<file path="src/hw/rtl/fdfr_pkg.sv">
// Shared types and constants for the framed decimal field receiver.
// Used by the front end, the item queue, the parser back end and the top level.
package fdfr_pkg;

	localparam int BUFFER_CHARS = 100;
	localparam int CNT_W = $clog2(BUFFER_CHARS);
	localparam int QDEPTH = 4;
	localparam int QPTR_W = $clog2(QDEPTH);
	localparam int QCNT_W = $clog2(QDEPTH + 1);

	localparam logic [1:0] REG_START_MARKER = 2'd0;
	localparam logic [1:0] REG_END_MARKER = 2'd1;
	localparam logic [1:0] REG_SEPARATOR = 2'd2;

	localparam logic [7:0] RST_START_MARKER = 8'd60;
	localparam logic [7:0] RST_END_MARKER = 8'd62;
	localparam logic [7:0] RST_SEPARATOR = 8'd44;

	localparam logic [7:0] CHR_ZERO = 8'd48;
	localparam logic [7:0] CHR_NINE = 8'd57;
	localparam logic [7:0] CHR_PLUS = 8'd43;
	localparam logic [7:0] CHR_MINUS = 8'd45;
	localparam logic [7:0] CHR_SPACE = 8'd32;
	localparam logic [7:0] CHR_TAB = 8'd9;
	localparam logic [7:0] CHR_CR = 8'd13;
	localparam logic [7:0] CHR_NUL = 8'd0;

	typedef enum logic {
		ITEM_PAYLOAD,
		ITEM_END
	} item_kind_t;

	// A classified byte as handed from the front end to the parser.
	typedef struct packed {
		item_kind_t kind;
		logic is_nul;
		logic is_sep;
		logic is_space;
		logic is_plus;
		logic is_minus;
		logic is_digit;
		logic [3:0] digit_val;
	} item_t;

endpackage

</file>
<file path="src/hw/rtl/framed_decimal_field_receiver_top.sv">
// An accepted end marker is queued, then its pop loads the result register and out_valid.
// Throughput: one byte per cycle while the item queue is not full; the four-entry
// item queue and the result register let input and output stall independently.
// Reset (arst_n low, asynchronous): markers return to '<' '>' ',', frame and parse
// state clear, last heading is zero, no result is pending.
// Top level of the framed decimal field receiver; uses fdfr_pkg and the fdfr_* modules.
module framed_decimal_field_receiver_top (
	input logic clk,
	input logic arst_n,
	input logic in_valid,
	output logic in_ready,
	input logic [7:0] rx_byte,
	output logic out_valid,
	input logic out_ready,
	output logic signed [15:0] heading,
	output logic number_found,
	input logic cfg_valid,
	output logic cfg_ready,
	input logic [1:0] cfg_index,
	input logic [7:0] cfg_data
);
	import fdfr_pkg::*;

	item_t push_item;
	item_t head_item;
	logic q_push;
	logic q_pop;
	logic q_empty;
	logic q_full;

	fdfr_front u_front (
		.clk(clk),
		.arst_n(arst_n),
		.in_valid(in_valid),
		.in_ready(in_ready),
		.rx_byte(rx_byte),
		.cfg_valid(cfg_valid),
		.cfg_ready(cfg_ready),
		.cfg_index(cfg_index),
		.cfg_data(cfg_data),
		.q_full(q_full),
		.q_push(q_push),
		.q_item(push_item)
	);

	fdfr_queue u_queue (
		.clk(clk),
		.arst_n(arst_n),
		.push(q_push),
		.push_item(push_item),
		.pop(q_pop),
		.head_item(head_item),
		.empty(q_empty),
		.full(q_full)
	);

	fdfr_back u_back (
		.clk(clk),
		.arst_n(arst_n),
		.q_empty(q_empty),
		.head_item(head_item),
		.q_pop(q_pop),
		.out_valid(out_valid),
		.out_ready(out_ready),
		.heading(heading),
		.number_found(number_found)
	);

endmodule

</file>
<file path="src/hw/rtl/fdfr_front.sv">
// Front end: configuration registers, frame tracking and byte classification.
// Depends on fdfr_pkg; feeds fdfr_queue.
module fdfr_front (
	input logic clk,
	input logic arst_n,
	input logic in_valid,
	output logic in_ready,
	input logic [7:0] rx_byte,
	input logic cfg_valid,
	output logic cfg_ready,
	input logic [1:0] cfg_index,
	input logic [7:0] cfg_data,
	input logic q_full,
	output logic q_push,
	output fdfr_pkg::item_t q_item
);
	import fdfr_pkg::*;

	logic [7:0] start_marker_q;
	logic [7:0] end_marker_q;
	logic [7:0] separator_q;
	logic in_frame_q;
	logic [CNT_W-1:0] count_q;
	logic accept;
	logic is_end;
	logic has_room;

	assign cfg_ready = 1'b1;
	assign in_ready = !q_full;
	assign accept = in_valid && in_ready;
	assign is_end = (rx_byte == end_marker_q);
	assign has_room = (count_q < CNT_W'(BUFFER_CHARS - 1));

	// Within a frame, payload bytes past the first BUFFER_CHARS - 1 are dropped; the end marker always passes.
	assign q_push = accept && in_frame_q && (is_end || has_room);

	always_comb begin
		q_item.kind = is_end ? ITEM_END : ITEM_PAYLOAD;
		q_item.is_nul = (rx_byte == CHR_NUL);
		q_item.is_sep = (rx_byte == separator_q);
		q_item.is_space = (rx_byte == CHR_SPACE) || (rx_byte >= CHR_TAB && rx_byte <= CHR_CR);
		q_item.is_plus = (rx_byte == CHR_PLUS);
		q_item.is_minus = (rx_byte == CHR_MINUS);
		q_item.is_digit = (rx_byte >= CHR_ZERO) && (rx_byte <= CHR_NINE);
		q_item.digit_val = rx_byte[3:0];
	end

	always_ff @(posedge clk or negedge arst_n) begin
		if (!arst_n) begin
			start_marker_q <= RST_START_MARKER;
			end_marker_q <= RST_END_MARKER;
			separator_q <= RST_SEPARATOR;
		end else if (cfg_valid && cfg_ready) begin
			case (cfg_index)
				REG_START_MARKER: start_marker_q <= cfg_data;
				REG_END_MARKER: end_marker_q <= cfg_data;
				REG_SEPARATOR: separator_q <= cfg_data;
				default: ;
			endcase
		end
	end

	always_ff @(posedge clk or negedge arst_n) begin
		if (!arst_n) begin
			in_frame_q <= 1'b0;
			count_q <= '0;
		end else if (accept) begin
			if (!in_frame_q) begin
				if (rx_byte == start_marker_q) begin
					in_frame_q <= 1'b1;
					count_q <= '0;
				end
			end else if (is_end) begin
				in_frame_q <= 1'b0;
				count_q <= '0;
			end else if (has_room) begin
				count_q <= count_q + CNT_W'(1);
			end
		end
	end

endmodule

</file>
<file path="src/hw/rtl/fdfr_queue.sv">
// Short FIFO of classified items between the front end and the parser.
// Depends on fdfr_pkg.
module fdfr_queue (
	input logic clk,
	input logic arst_n,
	input logic push,
	input fdfr_pkg::item_t push_item,
	input logic pop,
	output fdfr_pkg::item_t head_item,
	output logic empty,
	output logic full
);
	import fdfr_pkg::*;

	item_t slots_q [QDEPTH];
	logic [QPTR_W-1:0] wr_ptr_q;
	logic [QPTR_W-1:0] rd_ptr_q;
	logic [QCNT_W-1:0] count_q;
	logic do_push;
	logic do_pop;

	assign empty = (count_q == '0);
	assign full = (count_q == QCNT_W'(QDEPTH));
	assign do_push = push && !full;
	assign do_pop = pop && !empty;
	assign head_item = slots_q[rd_ptr_q];

	always_ff @(posedge clk) begin
		if (do_push) begin
			slots_q[wr_ptr_q] <= push_item;
		end
	end

	always_ff @(posedge clk or negedge arst_n) begin
		if (!arst_n) begin
			wr_ptr_q <= '0;
			rd_ptr_q <= '0;
			count_q <= '0;
		end else begin
			if (do_push) begin
				wr_ptr_q <= (wr_ptr_q == QPTR_W'(QDEPTH - 1)) ? '0 : wr_ptr_q + QPTR_W'(1);
			end
			if (do_pop) begin
				rd_ptr_q <= (rd_ptr_q == QPTR_W'(QDEPTH - 1)) ? '0 : rd_ptr_q + QPTR_W'(1);
			end
			case ({do_push, do_pop})
				2'b10: count_q <= count_q + QCNT_W'(1);
				2'b01: count_q <= count_q - QCNT_W'(1);
				default: ;
			endcase
		end
	end

endmodule

</file>
<file path="src/hw/rtl/fdfr_back.sv">
// Parser back end: token state machine, decimal accumulator and result register.
// Depends on fdfr_pkg; drains fdfr_queue.
module fdfr_back (
	input logic clk,
	input logic arst_n,
	input logic q_empty,
	input fdfr_pkg::item_t head_item,
	output logic q_pop,
	output logic out_valid,
	input logic out_ready,
	output logic signed [15:0] heading,
	output logic number_found
);
	import fdfr_pkg::*;

	typedef enum logic [2:0] {
		PH_SKIPSEP,
		PH_LEAD,
		PH_DIGITS,
		PH_DONE,
		PH_EMPTY
	} phase_t;

	phase_t phase_q;
	logic negative_q;
	logic [15:0] acc_q;
	logic [15:0] last_heading_q;
	logic out_valid_q;
	logic [15:0] heading_q;
	logic found_q;
	logic out_free;
	logic found;
	logic [15:0] value;
	logic [15:0] acc_next;

	assign out_free = !out_valid_q || out_ready;
	assign q_pop = !q_empty && (head_item.kind == ITEM_PAYLOAD || out_free);
	assign found = (phase_q == PH_LEAD) || (phase_q == PH_DIGITS) || (phase_q == PH_DONE);
	assign value = negative_q ? (16'd0 - acc_q) : acc_q;
	assign acc_next = {acc_q[12:0], 3'b000} + {acc_q[14:0], 1'b0} + 16'(head_item.digit_val);

	assign out_valid = out_valid_q;
	assign heading = heading_q;
	assign number_found = found_q;

	always_ff @(posedge clk or negedge arst_n) begin
		if (!arst_n) begin
			phase_q <= PH_SKIPSEP;
			negative_q <= 1'b0;
			acc_q <= '0;
			last_heading_q <= '0;
			out_valid_q <= 1'b0;
			heading_q <= '0;
			found_q <= 1'b0;
		end else begin
			if (out_valid_q && out_ready) begin
				out_valid_q <= 1'b0;
			end
			if (q_pop) begin
				if (head_item.kind == ITEM_END) begin
					out_valid_q <= 1'b1;
					found_q <= found;
					heading_q <= found ? value : last_heading_q;
					if (found) begin
						last_heading_q <= value;
					end
					phase_q <= PH_SKIPSEP;
					negative_q <= 1'b0;
					acc_q <= '0;
				end else begin
					case (phase_q)
						PH_SKIPSEP, PH_LEAD: begin
							// A byte other than NUL that ends the separator run is judged as a lead byte.
							if (phase_q == PH_SKIPSEP && head_item.is_nul) begin
								phase_q <= PH_EMPTY;
							end else if (phase_q == PH_SKIPSEP && head_item.is_sep) begin
								phase_q <= PH_SKIPSEP;
							end else if (head_item.is_nul || head_item.is_sep) begin
								phase_q <= PH_DONE;
							end else if (head_item.is_space) begin
								phase_q <= PH_LEAD;
							end else if (head_item.is_plus) begin
								phase_q <= PH_DIGITS;
							end else if (head_item.is_minus) begin
								negative_q <= 1'b1;
								phase_q <= PH_DIGITS;
							end else if (head_item.is_digit) begin
								acc_q <= 16'(head_item.digit_val);
								phase_q <= PH_DIGITS;
							end else begin
								phase_q <= PH_DONE;
							end
						end
						PH_DIGITS: begin
							if (!head_item.is_sep && head_item.is_digit) begin
								acc_q <= acc_next;
							end else begin
								phase_q <= PH_DONE;
							end
						end
						default: ;
					endcase
				end
			end
		end
	end

endmodule

</file>
<file path="config.mk">
export PLATFORM = sky130hd
export DESIGN_NAME = framed_decimal_field_receiver_top
export DESIGN_NICKNAME = d
export VERILOG_FILES = /design/src/hw/rtl/fdfr_pkg.sv /design/src/hw/rtl/framed_decimal_field_receiver_top.sv /design/src/hw/rtl/fdfr_front.sv /design/src/hw/rtl/fdfr_queue.sv /design/src/hw/rtl/fdfr_back.sv
export SDC_FILE = /design/constraint.sdc
export NUM_CORES = 1
export LEC_CHECK = 0
export ABC_AREA = 1
export ABC_CLOCK_PERIOD_IN_PS = 3450
export BUFFER_PORTS_ARGS = -buffer_cell sky130_fd_sc_hd__buf_2
export CAP_MARGIN = 0
export CELL_PAD_IN_SITES_DETAIL_PLACEMENT = 0
export CELL_PAD_IN_SITES_GLOBAL_PLACEMENT = 1
export CORE_MARGIN = 2
export CORE_UTILIZATION = 47
export DETAILED_ROUTE_END_ITERATION = 8
export PLACE_DENSITY = 0.79
export RECOVER_POWER = 100
export SETUP_SLACK_MARGIN = 0.4
export SLEW_MARGIN = 15
export SYNTH_ARGS = -nofsm -noshare
export SYNTH_HDL_FRONTEND = slang
export SYNTH_SLANG_ARGS = --single-unit
export TNS_END_PERCENT = 1
</file>
<file path="constraint.sdc">
create_clock -name clk -period 3.45 [get_ports clk]
set_input_delay 0.345 -clock clk [delete_from_list [all_inputs] [get_ports clk]]
set_output_delay 0.345 -clock clk [all_outputs]
set_load 0.02 [all_outputs]
</file>
==> results.toml <==
[run_status]
status = "finished, violations left"
violations = "max-capacitance violations, max-slew violations"

[sta]
setup_viol = 0
maxSlewHeadroom_pct = -35.7
hold_viol = 0
rsz0062_at_grt = "yes"
slew_viol_final = 78
min_period_over_period_pct = 85.8
whs_ns = 0.205
tightest_slew_ns = 2.04
fin_crit_ns = 2.96
fmaxAchievable_ghz = 0.338
clock_skew_ns = 0.00856
setup_tns_ns = 0

[clock_network]
clk_pin_slew_ns = 0.06
postCtsHoldBufs = 0
clk_path_buf_depth = 2
cts_root_buf = "clkbuf_16"
htree_levels = 4
cts_sinks = 121
clk_latency_ns = 0.41
cts_tree = "yes"
cts_made_buffers = 17

[grt]
grt_pass1_vias = 5585
grt_pass1_wl_mm = 25.8
antenna_found_initial = 0
grt_usage_pct = 20.4
gr-total-overflow = 0
grt_max_degree = 78

[critical_path]
worstSetupPathType = "register to register"
critPathTopFamily = "adder cells"
rrSetupSlack_ns = 0.49
end_kind = "register"
slowest_delay_ns = 0.51
cp.required_ns = 3.75
cp-start-kind = "register"
cp_max_fo = 22
worst-endpoint-arrival_ns = 3.26
slowest_stage = "fa_1"
crit_top_cell = "nand2_1"
cp_cell_sequence = "buf_12 -> o21ai_0 -> o22ai_1 -> inv_1 -> fa_1 -> fa_1 -> o21bai_1 -> nand2_1 -> nand3_1 -> nand2_1 -> nand2_1 -> nor2_1 -> nand2_1 -> nand2_1"
path_buf_inv = 2

[power]
leakage_uw = 0.00375
vdd_ir_drop_max_mv = 0.373
p_per_area_mw_per_mm2 = 856
total_power_uw = 6610

[logic_synthesis]
synth_nets = 885
ys.flop_type = "dfrtp_1"
ys_ff_latch = 121
yosys_warnings = 0
async_reset_ff_share_pct = 63.6
synthCells = 825
syn_area_sq_mm = 0.00689
avgSynthCellArea_sq_um = 8.35
synth_seq_area_share_pct = 47.3
yosysUniqueCellTypes = 40
synth_edf_count = 44

[drt]
wl_mm = 15.2
vias = 5505
detail-route-antenna-nets = 0
drtPass1Iterations = 5
drtIter0Drc = 361
wl_per_cell_um = 14.2
vias_per_cell = 5.15
drc = 0

[floorplan]
pin_count = 43
start_util_pct = 47.8
rows = 44
dieArea_sq_mm = 0.0156
fp.dieW_um = 125
core-area_sq_mm = 0.0144
die_h_um = 125

[cells_and_area]
layout-drive-gt1-share_pct = 8.26
syn2layout_area_growth_pct = 12.0
nets = 931
diodes = 0

[placement]
dp_hpwl_mm = 11.1
io_buffers = 41
place_congestion = 0.840

[hold_path]
hold_class = "input port to register"

[flow_run]
cap_violations = 1
==> placed cells by master, fill, tap and decap left out, types with 4 or more instances in the layout <==
cell type   synthesis  final
ha_1               34     34
clkinvlp_4          0      4
xnor2_1            16     16
o22ai_1             4      4
nand2_2             5      4
clkbuf_1            5     30
nor2_1             69     71
dfrtp_1            65     64
buf_2               8     16
clkbuf_16           0     17
inv_1              80     81
o21ai_0            55     61
nand3_1            70     71
xor2_1             28     28
nand4_1             9      9
dfstp_2            12     11
edfxtp_1           44     44
nor3_1             13     13
a21oi_1            20     20
nand2_1           240    242
inv_6               0      4
==> Yosys cell counts (6+ instances only) <==
| library cell | count | area (sq um) |
|---|---|---|
| a21oi_1 | 20 | 100 |
| buf_2 | 8 | 40.0 |
| dfrtp_1 | 65 | 1630 |
| dfstp_2 | 12 | 315 |
| edfxtp_1 | 44 | 1320 |
| ha_1 | 34 | 425 |
| inv_1 | 80 | 300 |
| nand2_1 | 240 | 901 |
| nand3_1 | 70 | 350 |
| nand4_1 | 9 | 56.3 |
| nor2_1 | 69 | 259 |
| nor3_1 | 13 | 65.1 |
| o21ai_0 | 55 | 275 |
| o21ai_1 | 6 | 30.0 |
| xnor2_1 | 16 | 140 |
| xor2_1 | 28 | 245 |
==> worst min-delay path: cells and delay by family <==
| family | cells | cell delay, ns |
|---|---|---|
| compound gates | 1 | 0.09 |
| buf+inv | 2 | 0.18 |
==> power breakdown <==
group / switching (uW) / total (uW) / internal, uW
combinational: 1900 / 2860 / 966
clock: 657 / 1570 / 916
sequential: 295 / 2170 / 1870
==> per-stage QoR <==
step | worst slack (ns) | cell area, sq um | cells | util (%)
CTS | 0.432 | 7760 | 1066 | 53.8
global placement | 0.564 | 7230 | 1034 | 50.2
detailed placement | 0.454 | 7230 | 1034 | 50.2
finish | 0.492 | 7720 | 1068 | 53.5
global route | 0.274 | 7720 | 1068 | 53.5
floorplan | 0.799 | 6890 | 825 | -
==> layer usage <==
metal  up-vias  track usage (%)  share of wire [%]
li1       2789                -                  -
met1      2581             23.2                 42
met2       103             36.7                 52
met3        32             3.68                3.0
met4         0             10.1                2.8
met5         -                0                  0
==> timing repair <==
action | in CTS | in global routing
endpoints found under the setup margin | 0 | 8
setup buffers | 0 | 2
resized for setup | 0 | 10
==> final timing paths <==
path,cells after the start,endpoint,from
min,3,u_front.end_marker_q[2],cfg_data[2]
min in group asynchronous,1,u_back.acc_q[14],arst_n
max reg2reg,14,u_back.acc_q[14],u_queue.rd_ptr_q[0]
max in group asynchronous,1,u_queue.rd_ptr_q[1],arst_n
min reg2reg,1,u_queue.count_q[0],u_queue.count_q[0]
max,14,u_back.acc_q[14],u_queue.rd_ptr_q[0]
==> kinds of logic (layout without fill, tap and decap cells) <==
logic type | count (synthesis) | count (layout) | share of synthesized area, %
simple gates | 418 | 418 | 25.6
flops | 121 | 121 | 47.3
buf+inv | 106 | 165 | 6.66
compound gates | 98 | 98 | 7.70
xor+xnor | 44 | 44 | 5.59
fa+ha+maj | 37 | 37 | 7.04
other cells | 1 | 1 | 0.0544
==> flip-flops by register name (all words and copies together), names as in the netlist <==
signal,count
u_front.start_marker_q,8
u_queue.wr_ptr_q,2
u_front.in_frame_q,1
u_front.count_q,7
u_back.phase_q,3
u_queue.slots_q,44
u_back.last_heading_q,16
u_back.number_found,1
u_front.end_marker_q,8
u_queue.rd_ptr_q,2
u_front.separator_q,8
u_back.acc_q,16
u_queue.count_q,3
u_back.negative_q,1
u_back.out_valid,1
==> area by class of cell <==
| type | instances | area (sq um) |
|---|---|---|
| timing repair buffer | 50 | 236 |
| fill | 1378 | 6700 |
| tap | 184 | 230 |
| clock buffer | 18 | 429 |
| clock inverter | 14 | 98.8 |
| inverter | 83 | 317 |
| multi-input combinational | 598 | 3140 |
| sequential | 121 | 3260 |
Note: power is estimated with default switching activity, not from simulation.
